### src/rtl/psi_pkg.sv
// Package for the plane/segment intersection block.
// Field widths, payload structs and the divider cell record. No dependencies.
package psi_pkg;

  localparam int FRAC_BITS = 16;
  localparam int CW        = 32;
  localparam int DIFF_W    = CW + 1;
  localparam int PROD_W    = DIFF_W + CW;
  localparam int DOT_W     = PROD_W + 2;
  localparam int DW        = DOT_W + 2;
  localparam int SCL_W     = DIFF_W + FRAC_BITS + 1;

  typedef logic [CW-1:0] coord_t;
  typedef logic [DIFF_W-1:0] diff_t;

  typedef struct packed {
    coord_t plane_point_x;
    coord_t plane_point_y;
    coord_t plane_point_z;
    coord_t plane_normal_x;
    coord_t plane_normal_y;
    coord_t plane_normal_z;
    coord_t seg_start_x;
    coord_t seg_start_y;
    coord_t seg_start_z;
    coord_t seg_end_x;
    coord_t seg_end_y;
    coord_t seg_end_z;
  } in_t;

  typedef struct packed {
    logic   hit;
    coord_t hit_x;
    coord_t hit_y;
    coord_t hit_z;
    coord_t out_normal_x;
    coord_t out_normal_y;
    coord_t out_normal_z;
  } out_t;

  typedef struct packed {
    logic                 hit;
    logic [DW-1:0]        den;
    logic [DW-1:0]        rem;
    logic [FRAC_BITS-1:0] q;
    coord_t [2:0]         s;
    diff_t  [2:0]         d;
    coord_t [2:0]         n;
  } cell_t;

endpackage

### src/rtl/psi_out_if.sv
// Output channel interface: valid/ready plus the intersection result.
// Depends on psi_pkg.
interface psi_out_if import psi_pkg::*; ();
  logic valid;
  logic ready;
  out_t data;
  modport source(output valid, output data, input ready);
  modport sink(input valid, input data, output ready);
endinterface

### src/rtl/psi_back.sv
// Back end: scales the segment direction by the ratio, adds the start point,
// and holds the result (all zero on a miss) in the output register. Depends on psi_pkg, psi_out_if.
module psi_back import psi_pkg::*; (
  input  logic   clk_i,
  input  logic   rst_ni,
  input  logic   valid_i,
  input  cell_t  cell_i,
  output logic   ready_o,
  psi_out_if.source out_o
);

  logic v1_q, v2_q, en1, en2;
  logic         hit1_q;
  coord_t [2:0] s1_q, n1_q;
  logic signed [SCL_W-1:0] prod_q [3];
  out_t o_q, o_d;

  assign en2     = !v2_q || out_o.ready;
  assign en1     = !v1_q || en2;
  assign ready_o = en1;

  always_ff @(posedge clk_i or negedge rst_ni) begin
    if (!rst_ni) begin
      v1_q <= 1'b0;
      v2_q <= 1'b0;
    end else begin
      if (en1) v1_q <= valid_i;
      if (en2) v2_q <= v1_q;
    end
  end

  always_ff @(posedge clk_i) begin
    if (en1) begin
      hit1_q <= cell_i.hit;
      s1_q   <= cell_i.s;
      n1_q   <= cell_i.n;
      for (int k = 0; k < 3; k++) begin
        prod_q[k] <= $signed(cell_i.d[k]) * $signed({1'b0, cell_i.q});
      end
    end
    if (en2) o_q <= o_d;
  end

  always_comb begin
    logic signed [SCL_W-1:0] st [3];
    coord_t [2:0] h;
    for (int k = 0; k < 3; k++) begin
      st[k] = prod_q[k] >>> FRAC_BITS;
      h[k]  = s1_q[k] + st[k][CW-1:0];
    end
    o_d = '0;
    if (hit1_q) begin
      o_d.hit          = 1'b1;
      o_d.hit_x        = h[0];
      o_d.hit_y        = h[1];
      o_d.hit_z        = h[2];
      o_d.out_normal_x = n1_q[0];
      o_d.out_normal_y = n1_q[1];
      o_d.out_normal_z = n1_q[2];
    end
  end

  assign out_o.valid = v2_q;
  assign out_o.data  = o_q;

endmodule
### src/flat_wrapper.sv
// flat-port wrapper written by rule: the top's interface ports become plain ports
module psi_back_flat import psi_pkg::*;
  (clk_i, rst_ni, valid_i, cell_i, ready_o, out_o_valid, out_o_data, out_o_ready);
  psi_out_if out_o_i ();
  input  logic clk_i;
  input  logic rst_ni;
  input  logic valid_i;
  input  cell_t cell_i;
  output logic ready_o;
  output wire logic [$bits(out_o_i.valid)-1:0] out_o_valid;
  output wire logic [$bits(out_o_i.data)-1:0] out_o_data;
  input wire logic [$bits(out_o_i.ready)-1:0] out_o_ready;
  assign out_o_valid = out_o_i.valid;
  assign out_o_data = out_o_i.data;
  assign out_o_i.ready = out_o_ready;
  psi_back u_core (.clk_i(clk_i), .rst_ni(rst_ni), .valid_i(valid_i), .cell_i(cell_i), .ready_o(ready_o), .out_o(out_o_i));
endmodule
### config.mk
export PLATFORM = sky130hd
export DESIGN_NAME = psi_back_flat
export DESIGN_NICKNAME = d
export VERILOG_FILES = /design/src/rtl/psi_pkg.sv /design/src/rtl/psi_out_if.sv /design/src/rtl/psi_back.sv /design/src/flat_wrapper.sv
export SDC_FILE = /design/constraint.sdc
export NUM_CORES = 2
export LEC_CHECK = 0
export ABC_AREA = 1
export BUFFER_PORTS_ARGS = -buffer_cell sky130_fd_sc_hd__buf_4
export CAP_MARGIN = 5
export CORE_MARGIN = 2
export CORE_UTILIZATION = 54
export DETAILED_ROUTE_END_ITERATION = 8
export PLACE_DENSITY = 0.72
export SYNTH_ARGS = -nofsm -noshare
export SYNTH_HDL_FRONTEND = slang
export SYNTH_SLANG_ARGS = --single-unit
### constraint.sdc
create_clock -name clk_i -period 25.6 [get_ports clk_i]
set_clock_uncertainty 0.2 [all_clocks]
set_input_delay 1.28 -clock clk_i [delete_from_list [all_inputs] [get_ports clk_i]]
set_output_delay 1.28 -clock clk_i [all_outputs]
set_load 0.05 [all_outputs]
# After elaboration in Yosys (flattened, before gate mapping)
# Memories as Yosys holds them, arrays and structs flattened.
# Index checks and enable logic that the tools add are counted.
[classes] addsub=3 n_mul=3 mux=3 n_reduce_logical=4
[op_table] op="$mux W193" count=1
[op_table] op="$mul A33 B17 Y50" count=3
[op_table] op="$add A32 B32 Y32" count=3
[op_table] op="$logic_not A1 Y1" count=2
[op_table] op="$logic_or A1 B1 Y1" count=2
[op_table] op="$mux W1" count=2
[word_totals] reg_bits=388 ramBits=150 mem_count=1 inputBits=450 out_inout_bits=195 elab_cells=30
[memory_table] name="u_core.prod_q" depth=3 width=50 read_ports=3 rd_clocked_by_memory_dff=0 write_ports=3 line_no="psi_back.sv:15" text="logic signed [SCL_W-1:0] prod_q [3];"

# Longest topological paths before layout
[logic_depth] depth_word=5 mapped_depth=30 mapped_depth_nobuf=27

# Least setup slack after synthesis
# OpenSTA, ideal clock, no wires.
[synth_timing] path_kind="input to register" from="input out_o_ready" to="register u_core.hit1_q, enable pin" setup_slack_ns=14.243 setup_time_ns=3.048 path_stages=2 arrival_time_ns=8.108 n_path_buf=0 cell_sequence="inv_1 -> nand3_1"
[synth_between] elab_chain_len=2
[synth_rtl] element="from (decl)" line_no="flat_wrapper.sv:12" text="input wire logic [$bits(out_o_i.ready)-1:0] out_o_ready;"
[synth_rtl] element="$logic_or A1 B1 Y1" line_no="psi_back.sv:18" text="assign en2 = !v2_q || out_o.ready;"
[synth_rtl] element="$logic_or A1 B1 Y1" line_no="psi_back.sv:19" text="assign en1 = !v1_q || en2;"
[synth_rtl] element="net ready_o" line_no="flat_wrapper.sv:9" text="output logic ready_o;"
[synth_rtl] element="to (signal assigned)" line_no="psi_back.sv:34" text="hit1_q <= cell_i.hit;"
[synth_rtl] element="to (decl)" line_no="psi_back.sv:13" text="logic hit1_q;"
# The timed path passes the listed nets, and every way through them passes these cells.
# A chain may end at the register's enable or synchronous reset.

==> flow_metrics.py <==
metrics = {
    "run_status": {
        "status": "finished clean",
    },
    "critical_path": {
        "cp-end-kind": "flip-flop",
        "crit_slowest_cell": "fa_1",
        "path_buf_inv": 5,
        "startpoint_type": "input port",
        "crit_path_cell_trace": "buf_4, buf_4, nand2_1, fa_1, fa_1, inv_1, fa_1, inv_1, fa_1, fa_1, fa_1, inv_1, ha_1, a21oi_1, a21boi_0, nand2_1, a21oi_1, nand3_1, nand2_1, nand2_1",
        "max_stage_delay_ns": 0.64,
        "cp.arrival_ns": 8.21,
        "crit_type": "input port to flip-flop",
        "cp_data_required_time_ns": 25.75,
        "cp_common_cell": "fa_1",
        "critPathMaxFanout": 55,
        "crit_family": "adder cells",
    },
    "global_route": {
        "grt_start_max_net_pins": 83,
        "grt_first_pass_wirelength_microns": 373000,
        "gr-usage-all-layers_pct": 31.8,
        "grt_overflow_total": 0,
        "grt_antenna_before_repair": 19,
        "grt_pass1_vias": 67099,
    },
    "synthesis": {
        "syn_nets": 12512,
        "yosysUniqueCellTypes": 42,
        "synthArstFlopShare_pct": 0.413,
        "synth_ff_type": "edfxtp_1",
        "syn_avg_cell_area_sq_um": 7.92,
        "synth_seq_area_share_pct": 18.0,
        "syn_inst": 10163,
        "synth_edf_count": 482,
        "syn_area_sq_um": 80500,
        "ys_ff_latch": 484,
        "yosys_warnings": 0,
    },
    "die": {
        "die_h_microns": 390,
        "core.rowCount": 141,
        "die_area_sq_um": 152000,
        "start_util_pct": 54.4,
        "io-pin-count": 645,
        "core_region_area_sq_um": 148000,
        "die_x_microns": 390,
    },
    "routing": {
        "firstDrtPassIters": 7,
        "dr_total_vias": 64466,
        "viasPerCell": 5.22,
        "drt_iter0_drc": 5549,
        "wl_per_cell_microns": 19.3,
        "drcViolationCount": 0,
        "ant_nets": 0,
        "wl_microns": 238000,
    },
    "finish": {
        "final_common_cell": "inv_1",
        "final_cell_mix": "inv_1, nand2_1, fa_1, buf_4, edfxtp_1",
        "fin_nets": 12712,
        "drive_gt1_share_pct": 6.41,
        "area_growth_pct": 8.09,
    },
    "sta": {
        "max_slew_margin_pct": 18.6,
        "hold_violations": 0,
        "worst_pin_slew_ns": 1.22,
        "period_share_pct": 31.5,
        "setup_viol": 0,
        "fmax_mhz": 124,
        "period_minus_slack_ns": 8.07,
        "tns_ns": 0,
        "rsz0062_at_grt": "false",
        "final-max-slew-violation-count": 0,
    },
    "place": {
        "dp_hpwl_microns": 191000,
        "place_congestion": 0.959,
        "port_buffers": 506,
    },
    "cts": {
        "cts_max_path_buffers": 3,
        "clkSinkCount": 484,
        "clock_latency_ns": 0.61,
        "cts_tree": "yes",
        "ctsHoldBuffers": 0,
        "htreeDepth": 2,
        "cts_buffers": 45,
        "cts_root_buffer": "clkbuf_16",
        "clk_pin_slew_ns": 0.07,
        "cts_setup_buffers": 0,
        "cts_resized": 0,
    },
    "worst_hold_path": {
        "min_path_type": "input port to async pin",
    },
    "job": {
        "cap_violations": 0,
    },
}
==> kinds of logic (layout without fill, tap and decap cells) <==
logic type	Yosys count	count (layout)	synth area share, %
AOI/OAI and AO/OA	524	524	3.59
xor gates and xnor gates	57	57	0.620
adders and majority gates	1899	1899	43.2
buffers and inverters	3384	3619	15.8
DFF	484	484	18.0
other	0	13	0
and+or+nand+nor	3815	3815	18.7
==> metrics by stage <==
step	setup slack [ns]	cells	util [%]	cell area, sq um	hold slack [ns]
after floorplan	14.24	10163	-	80500	0.235
after global placement	17.20	12246	57.8	85500	0.284
after detailed placement	17.10	12246	57.8	85500	0.288
after CTS	17.72	12328	58.8	87000	0.210
after global routing	17.31	12335	58.8	87000	0.223
final	17.53	12341	58.9	87000	0.243
==> layout make-up <==
cell class	instances	area (sq um)
Sequential cell	484	14500
Clock inverter	31	323
Multi-Input combinational cell	6295	53300
Tap cell	1930	2410
Inverter	2997	11200
Clock buffer	51	1150
Antenna cell	13	32.5
Timing Repair Buffer	540	4050
Fill cell	13412	60800
==> path summary, 6_finish.rpt <==
check                              startpoint                endpoint  slack (ns)  depth (start not counted)
setup / recovery                  cell_i[298]    u_core.prod_q[0][97]       17.53                         20
hold / removal                         rst_ni             u_core.v1_q        0.24                          1
setup reg to reg           u_core.out_o.valid  u_core.out_o.data[187]       22.17                          3
hold reg to reg               u_core.n1_q[10]   u_core.out_o.data[74]        0.30                          2
max in group asynchronous              rst_ni      u_core.out_o.valid       24.87                          1
min in group clk_i            u_core.n1_q[10]   u_core.out_o.data[74]        0.30                          2
==> state kept, by name (all words and copies together), names as in the netlist <==
| name | count |
|---|---|
| u_core.out_o.valid | 1 |
| u_core.n1_q | 96 |
| u_core.hit1_q | 1 |
| u_core.s1_q | 96 |
| u_core.v1_q | 1 |
| u_core.prod_q | 96 |
| u_core.out_o.data | 193 |
==> per-layer routing <==
layer  wire length (microns)  global-route usage, %
met5                     110                      0
met4                    7060                   8.96
met3                   24200                   5.98
met2                  108000                   50.3
met1                   99000                   44.8
==> synth_stat cells (7+ instances only) <==
library cell     n  area, sq um
nor3_1          28          140
o21bai_1        43          323
nor2_1         470         1760
buf_2           15         75.1
nand4_1         42          263
a31oi_1          9         56.3
fa_1          1470        29400
nor2_2           7         43.8
ha_1           429         5370
edfxtp_1       482        14500
xor2_1          40          350
nand3_2          9         90.1
clkbuf_1       349         1310
a21o_1          14          105
inv_1         2996        11200
o21a_1          25          188
buf_1           21         78.8
xnor2_1         17          149
nor3_2           8         80.1
nand3_1        219         1100
nand3b_1        15          113
nand2_1       2978        11200
a21oi_1        286         1430
and2_1           7         43.8
nand2_2         19          119
o21ai_0        128          641
Power is not shown: default switching activity piles up to over one toggle a cycle in this logic, so the estimate is an artifact.
