--- src/rtl/psi_pkg.sv ---
// Package for the plane/segment intersection block.
// Field widths, payload structs and the divider cell record. No dependencies.
package psi_pkg;

  localparam int FRAC_BITS = 16;
  localparam int CW        = 32;
  localparam int DIFF_W    = CW + 1;
  localparam int PROD_W    = DIFF_W + CW;
  localparam int DOT_W     = PROD_W + 2;
  localparam int DW        = DOT_W + 2;
  localparam int SCL_W     = DIFF_W + FRAC_BITS + 1;

  typedef logic [CW-1:0] coord_t;
  typedef logic [DIFF_W-1:0] diff_t;

  typedef struct packed {
    coord_t plane_point_x;
    coord_t plane_point_y;
    coord_t plane_point_z;
    coord_t plane_normal_x;
    coord_t plane_normal_y;
    coord_t plane_normal_z;
    coord_t seg_start_x;
    coord_t seg_start_y;
    coord_t seg_start_z;
    coord_t seg_end_x;
    coord_t seg_end_y;
    coord_t seg_end_z;
  } in_t;

  typedef struct packed {
    logic   hit;
    coord_t hit_x;
    coord_t hit_y;
    coord_t hit_z;
    coord_t out_normal_x;
    coord_t out_normal_y;
    coord_t out_normal_z;
  } out_t;

  typedef struct packed {
    logic                 hit;
    logic [DW-1:0]        den;
    logic [DW-1:0]        rem;
    logic [FRAC_BITS-1:0] q;
    coord_t [2:0]         s;
    diff_t  [2:0]         d;
    coord_t [2:0]         n;
  } cell_t;

endpackage

--- src/rtl/psi_div_cell.sv ---
// One restoring division cell: shifts the remainder and resolves one ratio bit.
// Depends on psi_pkg.
module psi_div_cell import psi_pkg::*; (
  input  logic  clk_i,
  input  logic  rst_ni,
  input  logic  valid_i,
  input  cell_t cell_i,
  output logic  ready_o,
  output logic  valid_o,
  output cell_t cell_o,
  input  logic  ready_i
);

  logic  v_q;
  cell_t c_q, c_d;
  logic  en;

  assign en      = !v_q || ready_i;
  assign ready_o = en;

  always_comb begin
    logic [DW-1:0] rem2;
    rem2 = {cell_i.rem[DW-2:0], 1'b0};
    c_d  = cell_i;
    if (rem2 >= cell_i.den) begin
      c_d.rem = rem2 - cell_i.den;
      c_d.q   = {cell_i.q[FRAC_BITS-2:0], 1'b1};
    end else begin
      c_d.rem = rem2;
      c_d.q   = {cell_i.q[FRAC_BITS-2:0], 1'b0};
    end
  end

  always_ff @(posedge clk_i or negedge rst_ni) begin
    if (!rst_ni) begin
      v_q <= 1'b0;
    end else if (en) begin
      v_q <= valid_i;
    end
  end

  always_ff @(posedge clk_i) begin
    if (en) c_q <= c_d;
  end

  assign valid_o = v_q;
  assign cell_o  = c_q;

endmodule

--- config.mk ---
export PLATFORM = sky130hd
export DESIGN_NAME = psi_div_cell
export DESIGN_NICKNAME = d
export VERILOG_FILES = /design/src/rtl/psi_pkg.sv /design/src/rtl/psi_div_cell.sv
export SDC_FILE = /design/constraint.sdc
export NUM_CORES = 1
export LEC_CHECK = 0
export BUFFER_PORTS_ARGS = -buffer_cell sky130_fd_sc_hd__clkbuf_2
export CAP_MARGIN = 10
export CORE_AREA = 2 2 354 356
export DETAILED_ROUTE_END_ITERATION = 6
export DIE_AREA = 0 0 356 358
export GPL_ROUTABILITY_DRIVEN = 0
export PLACE_DENSITY = 0.35
export SKIP_LAST_GASP = 1
export SLEW_MARGIN = 20
export SYNTH_ARGS = -nofsm -noshare
export SYNTH_HDL_FRONTEND = slang
export SYNTH_SLANG_ARGS = --single-unit
--- constraint.sdc ---
create_clock -name clk_i -period 16.8 [get_ports clk_i]
set_clock_uncertainty 0.1 [all_clocks]
set_input_delay 0.84 -clock clk_i [delete_from_list [all_inputs] [get_ports clk_i]]
set_output_delay 0.84 -clock clk_i [all_outputs]
set_load 0.005 [all_outputs]
# ---- Word-level counts from Yosys, hierarchy flattened
# Index checks and enable logic that the tools add are counted.
dict set report totals {
  reg_bits 447
  latchBits 0
  ramBits 0
  mem_bits_ro 0
  inputBits 450
  out_inout_bits 448
  wordCells 20
  mem_count 0
}
dict set report op_classes {
  addsub 1
  mul 0
  n_div 0
  n_lt_le_gt_ge 1
  n_eq_ne 0
  shift 0
  muxes 1
  bitwise 0
  n_reduce_logical 2
}
# operator n
set op_table {}
lappend op_table {{$mux 85} 1}
lappend op_table {{$ge 69x69->1} 1}
lappend op_table {{$sub 69x69->69} 1}
lappend op_table {{$logic_not 1->1} 1}
lappend op_table {{$logic_or 1x1->1} 1}

# ---- Logic depth before layout (Yosys ltp)
# Gate-level depths: netlist (run 1).
dict set report depth {
  word_depth 2
  depth_mapped 15
  mapped_depth_nobuf 13
}

# ---- Worst setup path after synthesis (run 1)
# No wires, ideal clock.
dict set report synth_path {
  path_kind {input port to flip-flop}
  start {input port ready_i}
  end {register c_q, in the netlist cell_o[0] (enable)}
  arrival_time_ns 11.525
  required_ns 15.804
  path_slack_ns 4.278
  stages 1
  path_cell_list {nand2b_1}
}
dict set report synth_between {
  elab_chain_cells 1
}
# item line_no
set synth_rtl {}
lappend synth_rtl {{start: declaration} psi_div_cell.sv:11} ;# input logic ready_i
lappend synth_rtl {{$logic_or 1x1->1} psi_div_cell.sv:18} ;# assign en = !v_q || ready_i;
lappend synth_rtl {{end signal: assignment} psi_div_cell.sv:43} ;# if (en) c_q <= c_d;
lappend synth_rtl {{end: declaration} psi_div_cell.sv:15} ;# cell_t c_q, c_d;
# Every way passes these cells.
# A chain may end at the register's enable or synchronous reset.

# ---- Worst setup path in the final report (run 1)
dict set report layout_path {
  start {register v_q, in the netlist valid_o}
  end {register c_q, in the netlist cell_o[286] (enable)}
}
dict set report layout_between {
  elab_chain_cells 2
}
# item line_no
set layout_rtl {}
lappend layout_rtl {{start: declaration} psi_div_cell.sv:14} ;# logic v_q;
lappend layout_rtl {{start signal: assignment} psi_div_cell.sv:38} ;# v_q <= valid_i;
lappend layout_rtl {{$logic_not 1->1} psi_div_cell.sv:18}
lappend layout_rtl {{$logic_or 1x1->1} psi_div_cell.sv:18}
# Every way passes these cells.

==> flow_metrics.env, run 1 <==
export IMPL_crit_required_ns=16.97
export IMPL_start_util=0.1524
export IMPL_post_cts_setup_buffer_count=0
export IMPL_synth_seq_area_share=0.7141
export IMPL_synthFlopType="edfxtp_1"
export IMPL_setup_viol=0
export IMPL_cap_violations=0
export IMPL_grt_max_degree=86
export IMPL_cp_end_kind="flop"
export IMPL_htreeDepth=2
export IMPL_core_area_um2=123300
export IMPL_fin_util=0.2202
export IMPL_routed_wl_um=102600
export IMPL_synth_top_area_share=0.7128
export IMPL_drc=0
export IMPL_avgSynthCellArea_um2=14.06
export IMPL_synth_edf_count=446
export IMPL_setup_ws_ns=12.01
export IMPL_min_period_ns=4.786
export IMPL_nets=2776
export IMPL_hpwl_um=87140
export IMPL_rsz0062_at_grt="no"
export IMPL_cp_arrival_ns=4.95
export IMPL_dpl_cell_area_um2=25180
export IMPL_synth_top_area_cell="edfxtp_1"
export IMPL_syn_nets=1856
export IMPL_stdcell_count=3950
export IMPL_synth_area_leaders="edfxtp_1 71%, ha_1 4.6%, o21ai_0 2.7%"
export IMPL_root_buffer="clkbuf_16"
export IMPL_netlist_top_cells_count="446 x edfxtp_1, 134 x nand2_1, 101 x o21ai_0"
export IMPL_vias_per_cell=3.792
export IMPL_postCtsHoldBufs=1
export IMPL_overflow=0
export IMPL_powerDensity_nw_per_um2=115.6
export IMPL_n_fill_cell=13440
export IMPL_status="completed"
export IMPL_drt_iter0_drc=1134
export IMPL_rows=129
export IMPL_ys_types=66
export IMPL_cts_tree="built"
export IMPL_max_freq_mhz=209.0
export IMPL_worstMarginPinSlew_ns=1.026
export IMPL_multi_input_area_um2=4818
export IMPL_critPathKind="flop to flop"
export IMPL_ys_ff_latch=447
export IMPL_dp_slack_ns=11.33
export IMPL_setup_tns_ns=0
export IMPL_cts_resized=0
export IMPL_drive_gt1_frac=0.4430
export IMPL_synth_most_common_cell="edfxtp_1"
export IMPL_numCtsBuffers=57
export IMPL_area_growth_pct=44.53
export IMPL_clkTransAtPathRegs_ns=0.06
export IMPL_whs_ns=0.2608
export IMPL_die_w_um=356
export IMPL_wire_per_inst_um=25.97
export IMPL_clkSinkCount=447
export IMPL_seq_area_um2=13420
export IMPL_die_h_um=358
export IMPL_peakVddDrop_mv=0.07833
export IMPL_antenna_found_initial=55
export IMPL_final_antenna_net_count=0
export IMPL_portBuffers=895
export IMPL_yosysWarnings=0
export IMPL_grt_pass1_wl_um=132600
export IMPL_io_pins=898
export IMPL_hold_violations=0
export IMPL_ys_async_sr_fraction=0.002237
export IMPL_via_count=14980
export IMPL_syn_area_um2=18790
export IMPL_cts_buffer_depth=3
export IMPL_finalPower_mw=3.139
export IMPL_die_area_um2=127400
export IMPL_grt_pass1_vias=15680
export IMPL_critPathMaxFanout=74
export IMPL_clk_latency_ns=0.64
export IMPL_dp_cells=3833
export IMPL_final_cell_area_um2=27160
export IMPL_hp_class="input port to flop"
export IMPL_maxSlewHeadroom=0.3163
export IMPL_drtPass1Iterations=5
export IMPL_slew_viol_final=0
export IMPL_grt_usage=0.1522
export IMPL_min_period_over_period=0.2849
export IMPL_start_kind="flop"
export IMPL_power_leakage_nw=11.63
export IMPL_syn_inst=1336
where the power goes:
group,total (mW),switching (mW),internal (mW)
Clock,1.28,0.533,0.751
Sequential,1.38,0.0306,1.35
Combinational,0.479,0.302,0.177
final timing paths:
kind | depth (start not counted) | end | from | slack (ns)
worst max-delay path | 5 | cell_o[286] | valid_o | 12.01
worst min-delay path | 1 | cell_o[87] | cell_i[87] | 0.26
worst max register to register | 5 | cell_o[286] | valid_o | 12.01
worst min register to register | 2 | valid_o | valid_o | 0.79
max in group asynchronous | 2 | valid_o | rst_ni | 16.10
min in group asynchronous | 2 | valid_o | rst_ni | 0.42
layout make-up:
type	count	area share
Sequential cell	447	0.4941
Tap cell	1637	0.07542
Inverter	93	0.01285
Clock inverter	44	0.01815
Multi-Input combinational cell	752	0.1774
Timing Repair Buffer	905	0.1678
Antenna cell	8	0.0007372
Clock buffer	64	0.05349
logic make-up (layout without fill, tap and decap cells):
family,count (synthesis),after routing,share of synthesized area
flops,447,447,0.7141
mux,2,2,0.001132
fa+ha+maj,70,70,0.04701
simple gates,290,290,0.07152
compound gates,326,326,0.1065
buf+inv,137,1106,0.02983
xor+xnor,64,64,0.02983
other cells,0,8,0
placed cells by master, fill, tap and decap left out, drive strengths merged, types with 32 or more instances in the layout:
cell,instances
inv,96
ha,69
nand2,134
nor2,53
a21oi,104
o21ai,116
nand4,32
edfxtp,446
xnor2,40
clkbuf,959
routing by layer:
layer  vias up  global-route usage  part of all wire
li1       6834                   -                 -
met1      7301              0.1588              0.35
met2       648              0.2714              0.51
met3       159             0.06702              0.10
met4        38             0.05114             0.034
met5         -                   0            0.0022
critical path, stage by stage, from the launching register on:
cell and delay (ns):
dfrtp_1 0.41, nand2b_4 0.39, buf_4 0.85, buf_4 0.76, buf_4 0.80, buf_4 0.88
state kept, by name, indices dropped and copies added, names as in the netlist:
signal   flops
cell_o     446
valid_o      1
No activity file was read; power rests on OpenSTA's default activity.
==> run 2, diff against run 1 <==
==> constraint.sdc (replaced) <==
create_clock -name clk_i -period 5 [get_ports clk_i]
set_clock_uncertainty 0.1 [all_clocks]
set_input_delay 0.25 -clock clk_i [delete_from_list [all_inputs] [get_ports clk_i]]
set_output_delay 0.25 -clock clk_i [all_outputs]
set_load 0.005 [all_outputs]
==> run 2 against run 1 <==
Net effect: the run now ends with design-rule violations left; total power grew to 3.4 times the previous value; hold slack lost 0.060 ns; sequential share of layout area shrank 7.1 points; global-route usage is essentially flat; routed wire length is essentially flat; clock power grew to 3.3 times the previous value; utilization grew 3.7 points; first-iteration DRC count grew 14%; non-clock buffer count grew 452; sequential power grew to 3.3 times the previous value; critical endpoint is now cell_o[331]; largest power group unchanged.
==> flow_metrics.env, run 2 (same netlist as run 1, synthesis figures left out) <==
export IMPL_status="complete, but fails checks"
export IMPL_violations="design-rule violations"
export IMPL_setup_viol=0
export IMPL_cts_resized=0
export IMPL_clk_latency_ns=0.63
export IMPL_cp_end_kind="flop"
export IMPL_postCtsHoldBufs=447
export IMPL_n_fill_cell=13150
export IMPL_drive_gt1_frac=0.3754
export IMPL_start_util=0.1524
export IMPL_die_w_um=356
export IMPL_clkTransAtPathRegs_ns=0.06
export IMPL_start_kind="input port"
export IMPL_cell_internal_pwr_mw=7.688
export IMPL_hpwl_um=83880
export IMPL_rows=129
export IMPL_slowest_stage="nor2_4"
export IMPL_critPathKind="input port to flop"
export IMPL_worstPathCellList="dlygate4sd3_1 > clkbuf_2 > inv_1 > ha_1 > a21oi_1 > nor3b_1 > o2bb2ai_1 > a21o_1 > a211oi_2 > o211ai_2 > a21oi_2 > nor2_4 > buf_4 > o21ai_0"
export IMPL_drt_iter0_drc=1298
export IMPL_worstMarginPinSlew_ns=1.011
export IMPL_io_pins=898
export IMPL_portBuffers=895
export IMPL_final_cell_mix="895 x clkbuf_2, 447 x dlygate4sd3_1, 446 x edfxtp_1, 134 x nand2_1, 101 x o21ai_0"
export IMPL_drc=1
export IMPL_whs_ns=0.2007
export IMPL_numCtsBuffers=57
export IMPL_crit_required_ns=5.26
export IMPL_final_antenna_net_count=0
export IMPL_wire_per_inst_um=23.27
export IMPL_htreeDepth=2
export IMPL_p_comb_frac=0.180
export IMPL_largest_register_ffs=446
export IMPL_powerDensity_nw_per_um2=340.2
export IMPL_routed_wl_um=102600
export IMPL_grt_max_degree=134
export IMPL_final_common_cell="clkbuf_2"
export IMPL_swShare=0.2868
export IMPL_critPathMaxFanout=36
export IMPL_core_area_um2=123300
export IMPL_hp_class="input port to flop"
export IMPL_nets=3228
export IMPL_clkSinkCount=447
export IMPL_rsz0062_at_grt="no"
export IMPL_min_period_ns=3.954
export IMPL_vias_per_cell=3.769
export IMPL_min_period_over_period=0.7907
export IMPL_overflow=0
export IMPL_grt_usage=0.1525
export IMPL_grt_pass1_vias=17340
export IMPL_peakVddDrop_mv=0.2643
export IMPL_root_buffer="clkbuf_16"
export IMPL_antenna_found_initial=41
export IMPL_p_switching_mw=3.091
export IMPL_pwr_share_clk=0.391
export IMPL_post_cts_setup_buffer_count=0
export IMPL_fin_util=0.2569
export IMPL_maxSlewHeadroom=0.3166
export IMPL_die_h_um=358
export IMPL_die_area_um2=127400
export IMPL_setup_tns_ns=0
export IMPL_power_leakage_nw=13.51
export IMPL_slew_viol_final=0
export IMPL_area_growth_pct=68.61
export IMPL_drtPass1Iterations=7
export IMPL_finalPower_mw=10.78
export IMPL_dpl_cell_area_um2=25260
export IMPL_via_count=16630
export IMPL_slowest_delay_ns=0.59
export IMPL_max_freq_mhz=252.9
export IMPL_cts_buffer_depth=3
export IMPL_cp_arrival_ns=4.21
export IMPL_final_cell_area_um2=31680
export IMPL_cap_violations=0
export IMPL_cts_tree="built"
export IMPL_p_seq_frac=0.429
export IMPL_grt_pass1_wl_um=136800
export IMPL_hold_violations=0
run 2: metal layers:
| layer | vias up | share of wire | track usage |
|---|---|---|---|
| met2 | 671 | 0.51 | 0.2764 |
| met1 | 8056 | 0.38 | 0.1711 |
| met4 | 10 | 0.035 | 0.05544 |
| met3 | 127 | 0.070 | 0.03995 |
| met5 | - | 0.00052 | 0 |
| li1 | 7766 | - | - |
run 2: final timing paths:
kind / start / endpoint / slack, ns / cells past startpoint
max: cell_i[379] / cell_o[331] / 1.05 / 14
min: cell_i[246] / cell_o[246] / 0.20 / 2
max reg2reg: valid_o / cell_o[18] / 2.71 / 2
min reg2reg: valid_o / valid_o / 0.97 / 2
max in group asynchronous: rst_ni / valid_o / 4.33 / 3
min in group asynchronous: rst_ni / valid_o / 0.37 / 3
run 2: cell type report:
class	instances	area, um2	area share
well taps	1637	2048	0.06465
clock inverters	45	419.2	0.01323
multi-input cells	752	4818	0.1521
repair buffers	1357	9104	0.2874
flip-flops and latches	447	13420	0.4235
inverters	93	349.1	0.01102
diodes	18	45.04	0.001422
clock buffers	63	1479	0.04668
run 2: per-stage QoR:
| step | instances | worst slack [ns] |
|---|---|---|
| after floorplan | 1336 | 0.9390 |
| after global placement | 3839 | 0.8883 |
| after detailed placement | 3839 | 0.8080 |
| after CTS | 4394 | 0.9578 |
| after global routing | 4404 | 0.7336 |
| final | 4412 | 1.046 |
run 2: worst max-delay path, delay by kind of cell:
family	cells	cell delay [ns]
adders and majority gates	1	0.37
AOI/OAI and AO/OA	7	1.56
and+or+nand+nor	2	0.79
buffers and inverters	4	1.18
run 2: power groups by stage:
stage	combinational (mW)	sequential (mW)	clock [mW]
after floorplan	0.649	4.75	0
after global placement	1.68	4.70	0
after detailed placement	1.67	4.70	0
after CTS	2.01	4.62	4.38
after global routing	2.13	4.65	4.51
final	1.94	4.62	4.21
